## config.mk

```make
export PLATFORM = sky130hd
export DESIGN_NAME = sha256_message_hasher_unit
export DESIGN_NICKNAME = d
export VERILOG_FILES = /design/src/hdl/sha_pkg.sv /design/src/hdl/sha_datapath.sv /design/src/hdl/sha_controller.sv /design/src/hdl/sha256_message_hasher_unit.sv
export SDC_FILE = /design/constraint.sdc
export NUM_CORES = 2
export LEC_CHECK = 0
export BUFFER_PORTS_ARGS = -buffer_cell sky130_fd_sc_hd__clkbuf_2
export CAP_MARGIN = 20
export CELL_PAD_IN_SITES_DETAIL_PLACEMENT = 1
export CELL_PAD_IN_SITES_GLOBAL_PLACEMENT = 2
export CORE_ASPECT_RATIO = 0.5
export CORE_UTILIZATION = 40
export CTS_BUF_LIST = sky130_fd_sc_hd__clkbuf_8
export CTS_CLUSTER_DIAMETER = 200
export DETAILED_ROUTE_END_ITERATION = 8
export PLACE_DENSITY = 0.88
export SLEW_MARGIN = 20
export SYNTH_ARGS = -nofsm -noshare
export SYNTH_HDL_FRONTEND = slang
export SYNTH_SLANG_ARGS = --single-unit
```

## constraint.sdc

```tcl
create_clock -name clk -period 16.4 [get_ports clk]
set_input_delay 2.46 -clock clk [delete_from_list [all_inputs] [get_ports clk]]
set_output_delay 2.46 -clock clk [all_outputs]
set_load 0.1 [all_outputs]
```

## src/hdl/sha_pkg.sv

```systemverilog
// SHA-256 hasher package: payload structs, the controller/datapath command
// struct, round constants, initial hash and a rotate function. No dependencies.
package sha_pkg;

  localparam int BlockBytes = 64;
  localparam int Rounds = 64;

  typedef struct packed {
    logic [7:0] msg_byte;
    logic       byte_present;
    logic       end_of_message;
  } in_item_t;

  typedef struct packed {
    logic [31:0] digest_word;
    logic [2:0]  word_index;
    logic        last_word;
  } out_item_t;

  typedef struct packed {
    logic       store_byte;    // write byte at fill pointer
    logic       pad_byte;      // write pad byte at pointer (0x80 or zero)
    logic       pad_first;     // pad byte is 0x80
    logic       len_byte;      // write a length byte at pointer
    logic [5:0] ptr;           // block store address
    logic       start_block;   // load window/vars from store and chain
    logic       round;         // perform one round
    logic [5:0] round_idx;
    logic       finish_block;  // add working vars into chain
    logic       clear_msg;     // reset chain, length
    logic       count_byte;    // bit_length += 8
    logic [2:0] out_sel;
  } dp_cmd_t;

  localparam logic [31:0] RoundK [64] = '{
    32'h428a2f98, 32'h71374491, 32'hb5c0fbcf, 32'he9b5dba5, 32'h3956c25b, 32'h59f111f1,
    32'h923f82a4, 32'hab1c5ed5, 32'hd807aa98, 32'h12835b01, 32'h243185be, 32'h550c7dc3,
    32'h72be5d74, 32'h80deb1fe, 32'h9bdc06a7, 32'hc19bf174, 32'he49b69c1, 32'hefbe4786,
    32'h0fc19dc6, 32'h240ca1cc, 32'h2de92c6f, 32'h4a7484aa, 32'h5cb0a9dc, 32'h76f988da,
    32'h983e5152, 32'ha831c66d, 32'hb00327c8, 32'hbf597fc7, 32'hc6e00bf3, 32'hd5a79147,
    32'h06ca6351, 32'h14292967, 32'h27b70a85, 32'h2e1b2138, 32'h4d2c6dfc, 32'h53380d13,
    32'h650a7354, 32'h766a0abb, 32'h81c2c92e, 32'h92722c85, 32'ha2bfe8a1, 32'ha81a664b,
    32'hc24b8b70, 32'hc76c51a3, 32'hd192e819, 32'hd6990624, 32'hf40e3585, 32'h106aa070,
    32'h19a4c116, 32'h1e376c08, 32'h2748774c, 32'h34b0bcb5, 32'h391c0cb3, 32'h4ed8aa4a,
    32'h5b9cca4f, 32'h682e6ff3, 32'h748f82ee, 32'h78a5636f, 32'h84c87814, 32'h8cc70208,
    32'h90befffa, 32'ha4506ceb, 32'hbef9a3f7, 32'hc67178f2
  };

  localparam logic [31:0] InitHash [8] = '{
    32'h6a09e667, 32'hbb67ae85, 32'h3c6ef372, 32'ha54ff53a,
    32'h510e527f, 32'h9b05688c, 32'h1f83d9ab, 32'h5be0cd19
  };

  localparam logic [7:0] PadMark = 8'h80;

  function automatic logic [31:0] rotr(input logic [31:0] w, input int s);
    rotr = (w >> s) | (w << (32 - s));
  endfunction

endpackage

```

## src/hdl/sha_datapath.sv

```systemverilog
// SHA-256 datapath: block store memory, schedule window, working variables,
// chain value and bit length. Depends on sha_pkg.
module sha_datapath import sha_pkg::*; (
  input  logic        clk,
  input  logic        rst,
  input  dp_cmd_t     cmd,
  input  logic [7:0]  msg_byte,
  output logic [31:0] digest_word
);

  // block held as 16 big-endian words; byte address = {word, lane}
  logic [31:0] block_store [BlockBytes/4];
  logic [31:0] window [16];
  logic [31:0] wv [8];
  logic [31:0] chain [8];
  logic [63:0] bit_length;
  logic [7:0]  wdata;
  logic [31:0] w15, w2, s0, s1, wt_new, wt, e1, ch, t1, a0, mj;

  always_comb begin
    wdata = msg_byte;
    if (cmd.pad_byte) wdata = cmd.pad_first ? PadMark : 8'h00;
    if (cmd.len_byte) wdata = bit_length[8'(63 - 8 * int'(cmd.ptr[2:0])) -: 8];
  end

  always_ff @(posedge clk) begin
    if (cmd.store_byte || cmd.pad_byte || cmd.len_byte) begin
      case (cmd.ptr[1:0])
        2'd0: block_store[cmd.ptr[5:2]][31:24] <= wdata;
        2'd1: block_store[cmd.ptr[5:2]][23:16] <= wdata;
        2'd2: block_store[cmd.ptr[5:2]][15:8] <= wdata;
        default: block_store[cmd.ptr[5:2]][7:0] <= wdata;
      endcase
    end
  end

  // window[0] always holds W[t]; shifts one place per round
  always_comb begin
    w15 = window[1];
    w2 = window[14];
    s0 = rotr(w15, 7) ^ rotr(w15, 18) ^ (w15 >> 3);
    s1 = rotr(w2, 17) ^ rotr(w2, 19) ^ (w2 >> 10);
    wt_new = window[0] + s0 + window[9] + s1;
    wt = window[0];
    e1 = rotr(wv[4], 6) ^ rotr(wv[4], 11) ^ rotr(wv[4], 25);
    ch = (wv[4] & wv[5]) ^ (~wv[4] & wv[6]);
    t1 = wv[7] + e1 + ch + RoundK[cmd.round_idx] + wt;
    a0 = rotr(wv[0], 2) ^ rotr(wv[0], 13) ^ rotr(wv[0], 22);
    mj = (wv[0] & wv[1]) ^ (wv[0] & wv[2]) ^ (wv[1] & wv[2]);
  end

  always_ff @(posedge clk) begin
    if (cmd.start_block) begin
      for (int i = 0; i < 16; i++) window[i] <= block_store[i];
      for (int i = 0; i < 8; i++) wv[i] <= chain[i];
    end else if (cmd.round) begin
      for (int i = 0; i < 15; i++) window[i] <= window[i+1];
      window[15] <= wt_new;
      wv[7] <= wv[6]; wv[6] <= wv[5]; wv[5] <= wv[4];
      wv[4] <= wv[3] + t1;
      wv[3] <= wv[2]; wv[2] <= wv[1]; wv[1] <= wv[0];
      wv[0] <= t1 + a0 + mj;
    end
  end

  always_ff @(posedge clk) begin
    if (rst || cmd.clear_msg) begin
      for (int i = 0; i < 8; i++) chain[i] <= InitHash[i];
      bit_length <= '0;
    end else begin
      if (cmd.finish_block)
        for (int i = 0; i < 8; i++) chain[i] <= chain[i] + wv[i];
      if (cmd.count_byte) bit_length <= bit_length + 64'd8;
    end
  end

  assign digest_word = chain[cmd.out_sel];

endmodule

```

## src/hdl/sha_controller.sv

```systemverilog
// SHA-256 sequencer: input handshake, padding sweep, round counter and
// digest output. Depends on sha_pkg.
module sha_controller import sha_pkg::*; (
  input  logic      clk,
  input  logic      rst,
  input  logic      in_valid,
  output logic      in_ready,
  input  in_item_t  in_item,
  output logic      out_valid,
  input  logic      out_ready,
  output logic [2:0] out_idx,
  output dp_cmd_t   cmd
);

  localparam logic [2:0] S_IDLE   = 3'd0;
  localparam logic [2:0] S_START  = 3'd1;
  localparam logic [2:0] S_ROUND  = 3'd2;
  localparam logic [2:0] S_PAD    = 3'd3;
  localparam logic [2:0] S_OUT    = 3'd4;
  localparam logic [2:0] S_FINISH = 3'd5;

  logic [2:0] state, state_next;
  logic [5:0] fill, fill_next;
  logic [5:0] rnd, rnd_next;
  logic [2:0] oidx, oidx_next;
  logic       padding, padding_next;  // message end seen, pad sweep pending
  logic       marked, marked_next;    // 0x80 already placed
  logic       accept;
  // this block's pad sweep writes the length: 0x80 went into an earlier block
  // or fits at 55 or below in this one
  logic       lenblk, lenblk_next;

  assign in_ready = (state == S_IDLE);
  assign accept = in_valid && in_ready;
  assign out_valid = (state == S_OUT);
  assign out_idx = oidx;

  always_comb begin
    state_next = state; fill_next = fill; rnd_next = rnd; oidx_next = oidx;
    padding_next = padding; marked_next = marked;
    cmd = '0;
    cmd.ptr = fill;
    cmd.round_idx = rnd;
    cmd.out_sel = oidx;
    case (state)
      S_IDLE: begin
        if (accept) begin
          if (in_item.byte_present) begin
            cmd.store_byte = 1'b1;
            cmd.count_byte = 1'b1;
            fill_next = fill + 6'd1;
          end
          padding_next = in_item.end_of_message;
          marked_next = 1'b0;
          if (in_item.byte_present && fill == 6'd63) state_next = S_START;
          else if (in_item.end_of_message) state_next = S_PAD;
        end
      end
      S_PAD: begin
        // one byte per cycle: 0x80, zeros, length in the last eight of the final block
        if (!marked) begin
          cmd.pad_byte = 1'b1; cmd.pad_first = 1'b1; marked_next = 1'b1;
        end else if (fill >= 6'd56 && lenblk) begin
          cmd.len_byte = 1'b1;
        end else begin
          cmd.pad_byte = 1'b1;
        end
        fill_next = fill + 6'd1;
        if (fill == 6'd63) state_next = S_START;
      end
      S_START: begin
        cmd.start_block = 1'b1;
        rnd_next = '0;
        state_next = S_ROUND;
      end
      S_ROUND: begin
        cmd.round = 1'b1;
        rnd_next = rnd + 6'd1;
        if (rnd == 6'd63) state_next = S_FINISH;
      end
      S_FINISH: begin
        // working vars now hold the result of the last round
        cmd.finish_block = 1'b1;
        state_next = S_IDLE;
        if (padding) state_next = lenblk ? S_OUT : S_PAD;
      end
      S_OUT: begin
        if (out_ready) begin
          oidx_next = oidx + 3'd1;
          if (oidx == 3'd7) begin
            cmd.clear_msg = 1'b1;
            padding_next = 1'b0;
            fill_next = '0;
            state_next = S_IDLE;
          end
        end
      end
      default: state_next = S_IDLE;
    endcase
  end

  always_comb begin
    lenblk_next = lenblk;
    if (state == S_IDLE) lenblk_next = 1'b0;
    if (state == S_PAD && !marked && fill <= 6'd55) lenblk_next = 1'b1;
    if (state == S_PAD && marked && fill == 6'd0) lenblk_next = 1'b1;
  end

  always_ff @(posedge clk) begin
    if (rst) begin
      state <= S_IDLE; fill <= '0; rnd <= '0; oidx <= '0;
      padding <= 1'b0; marked <= 1'b0; lenblk <= 1'b0;
    end else begin
      state <= state_next; fill <= fill_next; rnd <= rnd_next; oidx <= oidx_next;
      padding <= padding_next; marked <= marked_next; lenblk <= lenblk_next;
    end
  end

endmodule

```

## src/hdl/sha256_message_hasher_unit.sv

```systemverilog
// SHA-256 message hasher top level: ties the sequencer to the datapath.
// Depends on sha_pkg, sha_controller, sha_datapath.
//
//  channel | direction | payload     | handshake
//  in      | input     | in_item_t   | in_valid / in_ready
//  out     | output    | out_item_t  | out_valid / out_ready
//
// An ordinary byte is simply stored; after the 64th byte of a block the sequencer
// loads the window and working variables, runs 64 rounds on the single round unit, then does one chain add.
// A final item sweeps the remaining block store one byte per cycle (up to 64),
// compresses, possibly repeats for a second padding block, then presents
// eight digest transactions, one per cycle when out_ready stays high.
// Reset (rst, synchronous) restores the initial hash and zero length.
// out_ready low simply holds the current digest word.
module sha256_message_hasher_unit import sha_pkg::*; (
  input  logic      clk,
  input  logic      rst,
  input  logic      in_valid,
  output logic      in_ready,
  input  in_item_t  in_item,
  output logic      out_valid,
  input  logic      out_ready,
  output out_item_t out_item
);

  dp_cmd_t     cmd;
  logic [2:0]  out_idx;
  logic [31:0] digest_word;

  sha_controller u_ctrl (
    .clk, .rst, .in_valid, .in_ready, .in_item,
    .out_valid, .out_ready, .out_idx, .cmd
  );

  sha_datapath u_dp (
    .clk, .rst, .cmd, .msg_byte(in_item.msg_byte), .digest_word
  );

  assign out_item.digest_word = digest_word;
  assign out_item.word_index = out_idx;
  assign out_item.last_word = (out_idx == 3'd7);

  // input is never taken while digest words are being presented
  a_no_overlap: assert property (@(posedge clk) disable iff (rst)
    !(in_ready && out_valid)) else $error("input open during digest output");
  // word index advances only on an output transaction
  a_idx_step: assert property (@(posedge clk) disable iff (rst)
    (out_valid && !out_ready) |=> (out_item.word_index == $past(out_item.word_index)))
    else $error("digest word index moved while stalled");

endmodule

```

After elaboration in Yosys (flattened, before gate mapping)
Memory sizes are Yosys's and may differ from the RTL's. A register that Yosys moved wholly into a read port is not among the register bits.
Index checks and enable logic that the tools add are counted.
Cells by class
  $add $sub $neg: 23
  reduce and logical (&&, ||, !) cells: 25
  $lt $le $gt $ge: 3
  bitwise logic cells: 60
  equal/unequal tests: 17
  muxes and demuxes: 101
  shift operators: 1
Operators with widths (number)
  32-bit 2-to-1 mux: 34
  32-bit adder: 18
  32-bit XOR: 9
  32-bit AND: 5
  71-bit by 8-bit indexed part select with 8-bit output: 1
  64-bit by 4-bit adder with 64-bit output (second input constant): 1
  1-bit 2-to-1 mux: 43
  3-bit 2-to-1 mux: 12
  32-bit NOT: 1
  1-bit OR: 32
  10-bit by 32-bit OR with 32-bit output: 1
  13-bit by 32-bit OR with 32-bit output: 1
  14-bit by 32-bit OR with 32-bit output: 1
  15-bit by 32-bit OR with 32-bit output: 1
  19-bit by 32-bit OR with 32-bit output: 1
  21-bit by 32-bit OR with 32-bit output: 1
  25-bit by 32-bit OR with 32-bit output: 1
  26-bit by 32-bit OR with 32-bit output: 1
  30-bit by 32-bit OR with 32-bit output: 1
  7-bit by 32-bit OR with 32-bit output: 1
  32-bit by 22-bit XOR with 32-bit output: 1
  32-bit by 29-bit XOR with 32-bit output: 1
  6-bit 2-to-1 mux: 4
  8-bit 2-to-1 mux: 3
  other kinds (33): 55
Word-level totals
  flip-flop bits (word level): 85
  bits in read-only memories: 2048
  output and inout port bits: 38
  word-level logic and storage cells: 243
  memories: 5
  bits in writable memories: 1536
  bits of input ports: 14
Memories
  (name not given): depth 64, width 32, read ports 1, clocked after memory_dff 0, wr ports 0, RTL line sha_datapath.sv:47  | t1 = wv[7] + e1 + ch + RoundK[cmd.round_idx] + wt;
  u_dp.block_store: depth 16, width 32, read ports 16, clocked after memory_dff 0, wr ports 1, RTL line sha_datapath.sv:12  | logic [31:0] block_store [BlockBytes/4];
  u_dp.window: depth 16, width 32, read ports 16, clocked after memory_dff 0, wr ports 16, RTL line sha_datapath.sv:13  | logic [31:0] window [16];
  u_dp.chain: depth 8, width 32, read ports 9, clocked after memory_dff 1, wr ports 8, RTL line sha_datapath.sv:15  | logic [31:0] chain [8];
  u_dp.wv: depth 8, width 32, read ports 8, clocked after memory_dff 0, wr ports 8, RTL line sha_datapath.sv:14  | logic [31:0] wv [8];

Logic depth before layout (Yosys ltp)
An unclocked memory read counts as a cell.
  depth after elaboration: 11
  gate-level depth with buffers: 40
  mapped depth without buffers: 38

By module
From an unflattened synthesis, not the netlist that was laid out.
Second synthesis, totals
  cell total of the unflattened synthesis: 8209
  area, all modules: 90344.1 µm²
By module, submodules not included
  sha_datapath: cells each 8055, instances 1, area each 89119.2 µm², sequential area each 47345.4 µm²
  sha_controller: cells each 153, instances 1, area each 1218.7 µm², sequential area each 420.4 µm²
  sha256_message_hasher_unit: cells each 1, instances 1, area each 6.3 µm², sequential area each 0.0 µm²

Least setup slack after synthesis
Ideal clock, no wire load.
  kind: register to register
  from: register u_ctrl.state[2]
  to: register u_ctrl.rnd[5]
  data required time: 15.612 ns
  arrival time: 16.716 ns
  path buffers: 2
  setup time: 0.788 ns
  clock period less this slack: 17.504 ns
  stages on the path, launching flop included: 7
  slack: -1.104 ns
  path through: dfxtp_1 -> clkbuf_1 -> nor3b_1 -> clkbuf_1 -> nor2_1 -> inv_1 -> a311oi_1
Between the ends
  longest elaborated chain between the ends: 2
  elaborated cells between the ends (all ways): 4
  classes of those cells: eq/ne: 2; mux: 1; reduce/logical: 1
RTL lines
  from (decl): RTL line sha_controller.sv:22  | logic [2:0] state, state_next;
  from (signal assigned): RTL line sha_controller.sv:114  | state <= state_next; fill <= fill_next; rnd <= rnd_next; oidx <= oidx_next;
  3-bit by 2-bit == test with 1-bit output / 3-bit by 1-bit == test with 1-bit output (equally long branches): RTL line sha_controller.sv:45  | case (state)
  6-bit one-hot mux with 2 select lines / 2-bit nonzero test (equally long branches)
  to (signal assigned): RTL line sha_controller.sv:114
  to (decl): RTL line sha_controller.sv:24  | logic [5:0] rnd, rnd_next;
Several ways; a longest one is shown, not always the timed one.
A chain may end at the register's enable or synchronous reset.

==> results.md <==
* Status: finished, final reports clean
* Post-synthesis cell type count at 95
* Final hold violation count at 0
* Num rows at 123
* Vias at 66,086
* First-pass GRT wire length at 445,000 µm
* Synthesized instance count at 8,573
* Clk root buf: clkbuf_8
* Cell Area, Synth at 0.0906 mm²
* Setup_tns at 0 ns
* Seq/Total Area, Yosys at 52.8%
* Most Frequent Cell on Critical Path: a21oi_1
* Initial antenna violation count at 10
* CTS Sinks at 1,621
* Crit Path Class: reg2reg
* Detailed placement HPWL at 211,000 µm
* Fmax at 102 MHz
* Tcrit/Tclk final at 59.5%
* Clock buffer count from CTS at 249
* Most frequent cells in the layout: nand2_1 (2,424), edfxtp_1 (1,536), inv_1 (475)
* Clock transition at path regs at 0.07 ns
* Die width at 675 µm
* Crit path required time at 17.08 ns
* Die area at 0.228 mm²
* Slowest stage cell on the critical path: dfxtp_2
* Worst-margin pin slew at 1.36 ns
* CTS max path bufs at 4
* DR vias/cell at 5.61
* Syn Area/Cell at 10.6 µm²
* Clk Latency, worst-skew pair at 1.04 ns
* Clk_skew at 0.119 ns
* Area grow syn2layout at 8.82%
* Setup crit start kind: flip-flop
* Post-CTS sizing at 0
* Fraction of registers with async set/reset at 0%
* GPL Wtd Cong at 0.965
* # H-tree levels at 4
* Pin count of the biggest net entering global routing at 195
* Number of max-cap violations at 0
* Die height at 338 µm
* Avg WL per Cell at 25.4 µm
* Net Count, Synth at 9,180
* Number of port buffers at 51
* Critical Path AT at 10.45 ns
* Gr usage total at 25.9%
* # Post-CTS Setup Buffers at 0
* DRT Pass-1 Iters at 5
* Min Tclk post-route at 9.76 ns
* Share of cells above drive strength 1 at 7.30%
* Critical-path maximum fanout at 40
* Synthesized flop and latch total at 1,621
* Most common cell after layout, fill and taps aside: nand2_1
* Finish-stage setup viols at 0
* CORE AREA at 0.225 mm²
* Top FF cell, synth: edfxtp_1
* Post-DRT Antenna Nets at 0
* Crit path capture type: flip-flop
* Rel. slew slack at 9.20%
* Vias in the first global route at 68,821
* Multi-input gate area at 0.0399 mm²
* Final WL at 299,000 µm
* Filler cell count at 24,599
* CTS tree: yes
* Hold_buf cts at 0
* Worst stage delay on the critical path at 0.61 ns
* Initial Utilization at 40.3%
* Worst min-delay path class: reg2reg
* Slew Viols, Final at 0
* FF+latch area at 0.0478 mm²
* Core Util, Final at 43.8%
* DR iter-0 viols at 5,783
* I/O Pins at 52
* Syn. warnings at 0
* # DRC at 0
* RSZ-0062 raised after global routing: false
* Final nets at 9,183
* Total grt overflow at 0
* EDFF count, synth at 1,536
==> cells in the mapped netlist, types with 42 or more instances <==
master	number	area [µm²]
nand2_1	2425	9100
edfxtp_1	1536	46100
nor2_1	469	1760
ha_1	398	4980
inv_1	388	1460
a21oi_1	385	1930
xnor2_1	364	3190
o21ai_0	362	1810
clkbuf_1	348	1310
xor2_1	252	2210
fa_1	195	3900
a21o_1	183	1370
dfxtp_1	85	1700
nand3_1	85	425
nor3_1	84	420
mux4_2	82	1850
nand2b_1	69	432
o21a_1	69	518
mux2_2	59	664
nor2b_1	55	344
and3_1	53	332
or3_1	46	288
o21ai_1	42	210
==> cell families after synthesis <==
family	after synthesis	synth area share, %
mux	172	3.12
simple gates	3392	15.3
buf+inv	778	3.27
fa+ha+maj	615	10.1
compound gates	1378	9.46
flops	1621	52.8
xor+xnor	617	5.98
==> critical path: cells and delay by family, from the launching register on <==
kind                     cells  cell delay, ns
adder cells (fa/ha/maj)      6            2.59
AND/OR/NAND/NOR              5            0.57
flip-flops                   1            0.61
XOR/XNOR                     2            0.44
AO/OA/AOI/OAI               20            4.37
buffers and inverters        4            0.89
==> sequential cells by signal (all words and copies together), names as in the netlist, named ones only <==
name	cells
u_dp.chain	256
u_dp.wv	256
u_ctrl.lenblk	1
u_dp.bit_length	61
u_ctrl.state	3
u_ctrl.rnd	6
u_dp.window	512
u_ctrl.fill	6
u_ctrl.out_idx	3
u_dp.block_store	512
u_ctrl.marked	1
u_ctrl.padding	1
==> through the flow <==
| step | instances | area [µm²] | worst slack (ns) | hold WS, ns |
|---|---|---|---|---|
| 2_1_floorplan | 8573 | 90600 | 3.03 | 0.464 |
| 3_5_place_dp | 11322 | 93900 | 6.88 | 0.496 |
| 6_report | 11774 | 98500 | 6.64 | 0.431 |
| 4_1_cts | 11766 | 98500 | 6.74 | 0.429 |
| 3_3_place_gp | 11322 | 93900 | 6.93 | 0.481 |
| 5_1_grt | 11771 | 98500 | 6.18 | 0.450 |
==> cell type report <==
cell class | instances | share of cell area (%)
antenna | 5 | 0.0127
clock buffer | 257 | 3.59
clock inverter | 187 | 1.03
inverter | 390 | 1.49
multi-input combinational | 6174 | 40.5
sequential | 1621 | 48.5
tap | 3000 | 3.81
timing repair buffer | 140 | 1.01
==> per-layer routing <==
metal / track usage [%] / up-vias / share of wire (%)
li1: - / 29787 / -
met1: 35.9 / 33761 / 44
met2: 41.4 / 2014 / 46
met3: 3.85 / 520 / 6.0
met4: 8.79 / 4 / 3.7
met5: 0 / - / 0.0053
==> path summary, 6_finish.rpt <==
kind | start | to | slack (ns) | cells past startpoint
hold reg to reg | u_dp.window[1][13] | u_dp.window[0][45] | 0.43 | 2
setup / recovery | u_ctrl.rnd[3] | u_dp.wv[0][31] | 6.64 | 37
hold / removal | u_dp.window[1][13] | u_dp.window[0][45] | 0.43 | 2
setup reg to reg | u_ctrl.rnd[3] | u_dp.wv[0][31] | 6.64 | 37
Power is left out: the tool's default activity adds up to more than one toggle a clock period on the data nets, which glitch-free logic cannot reach.
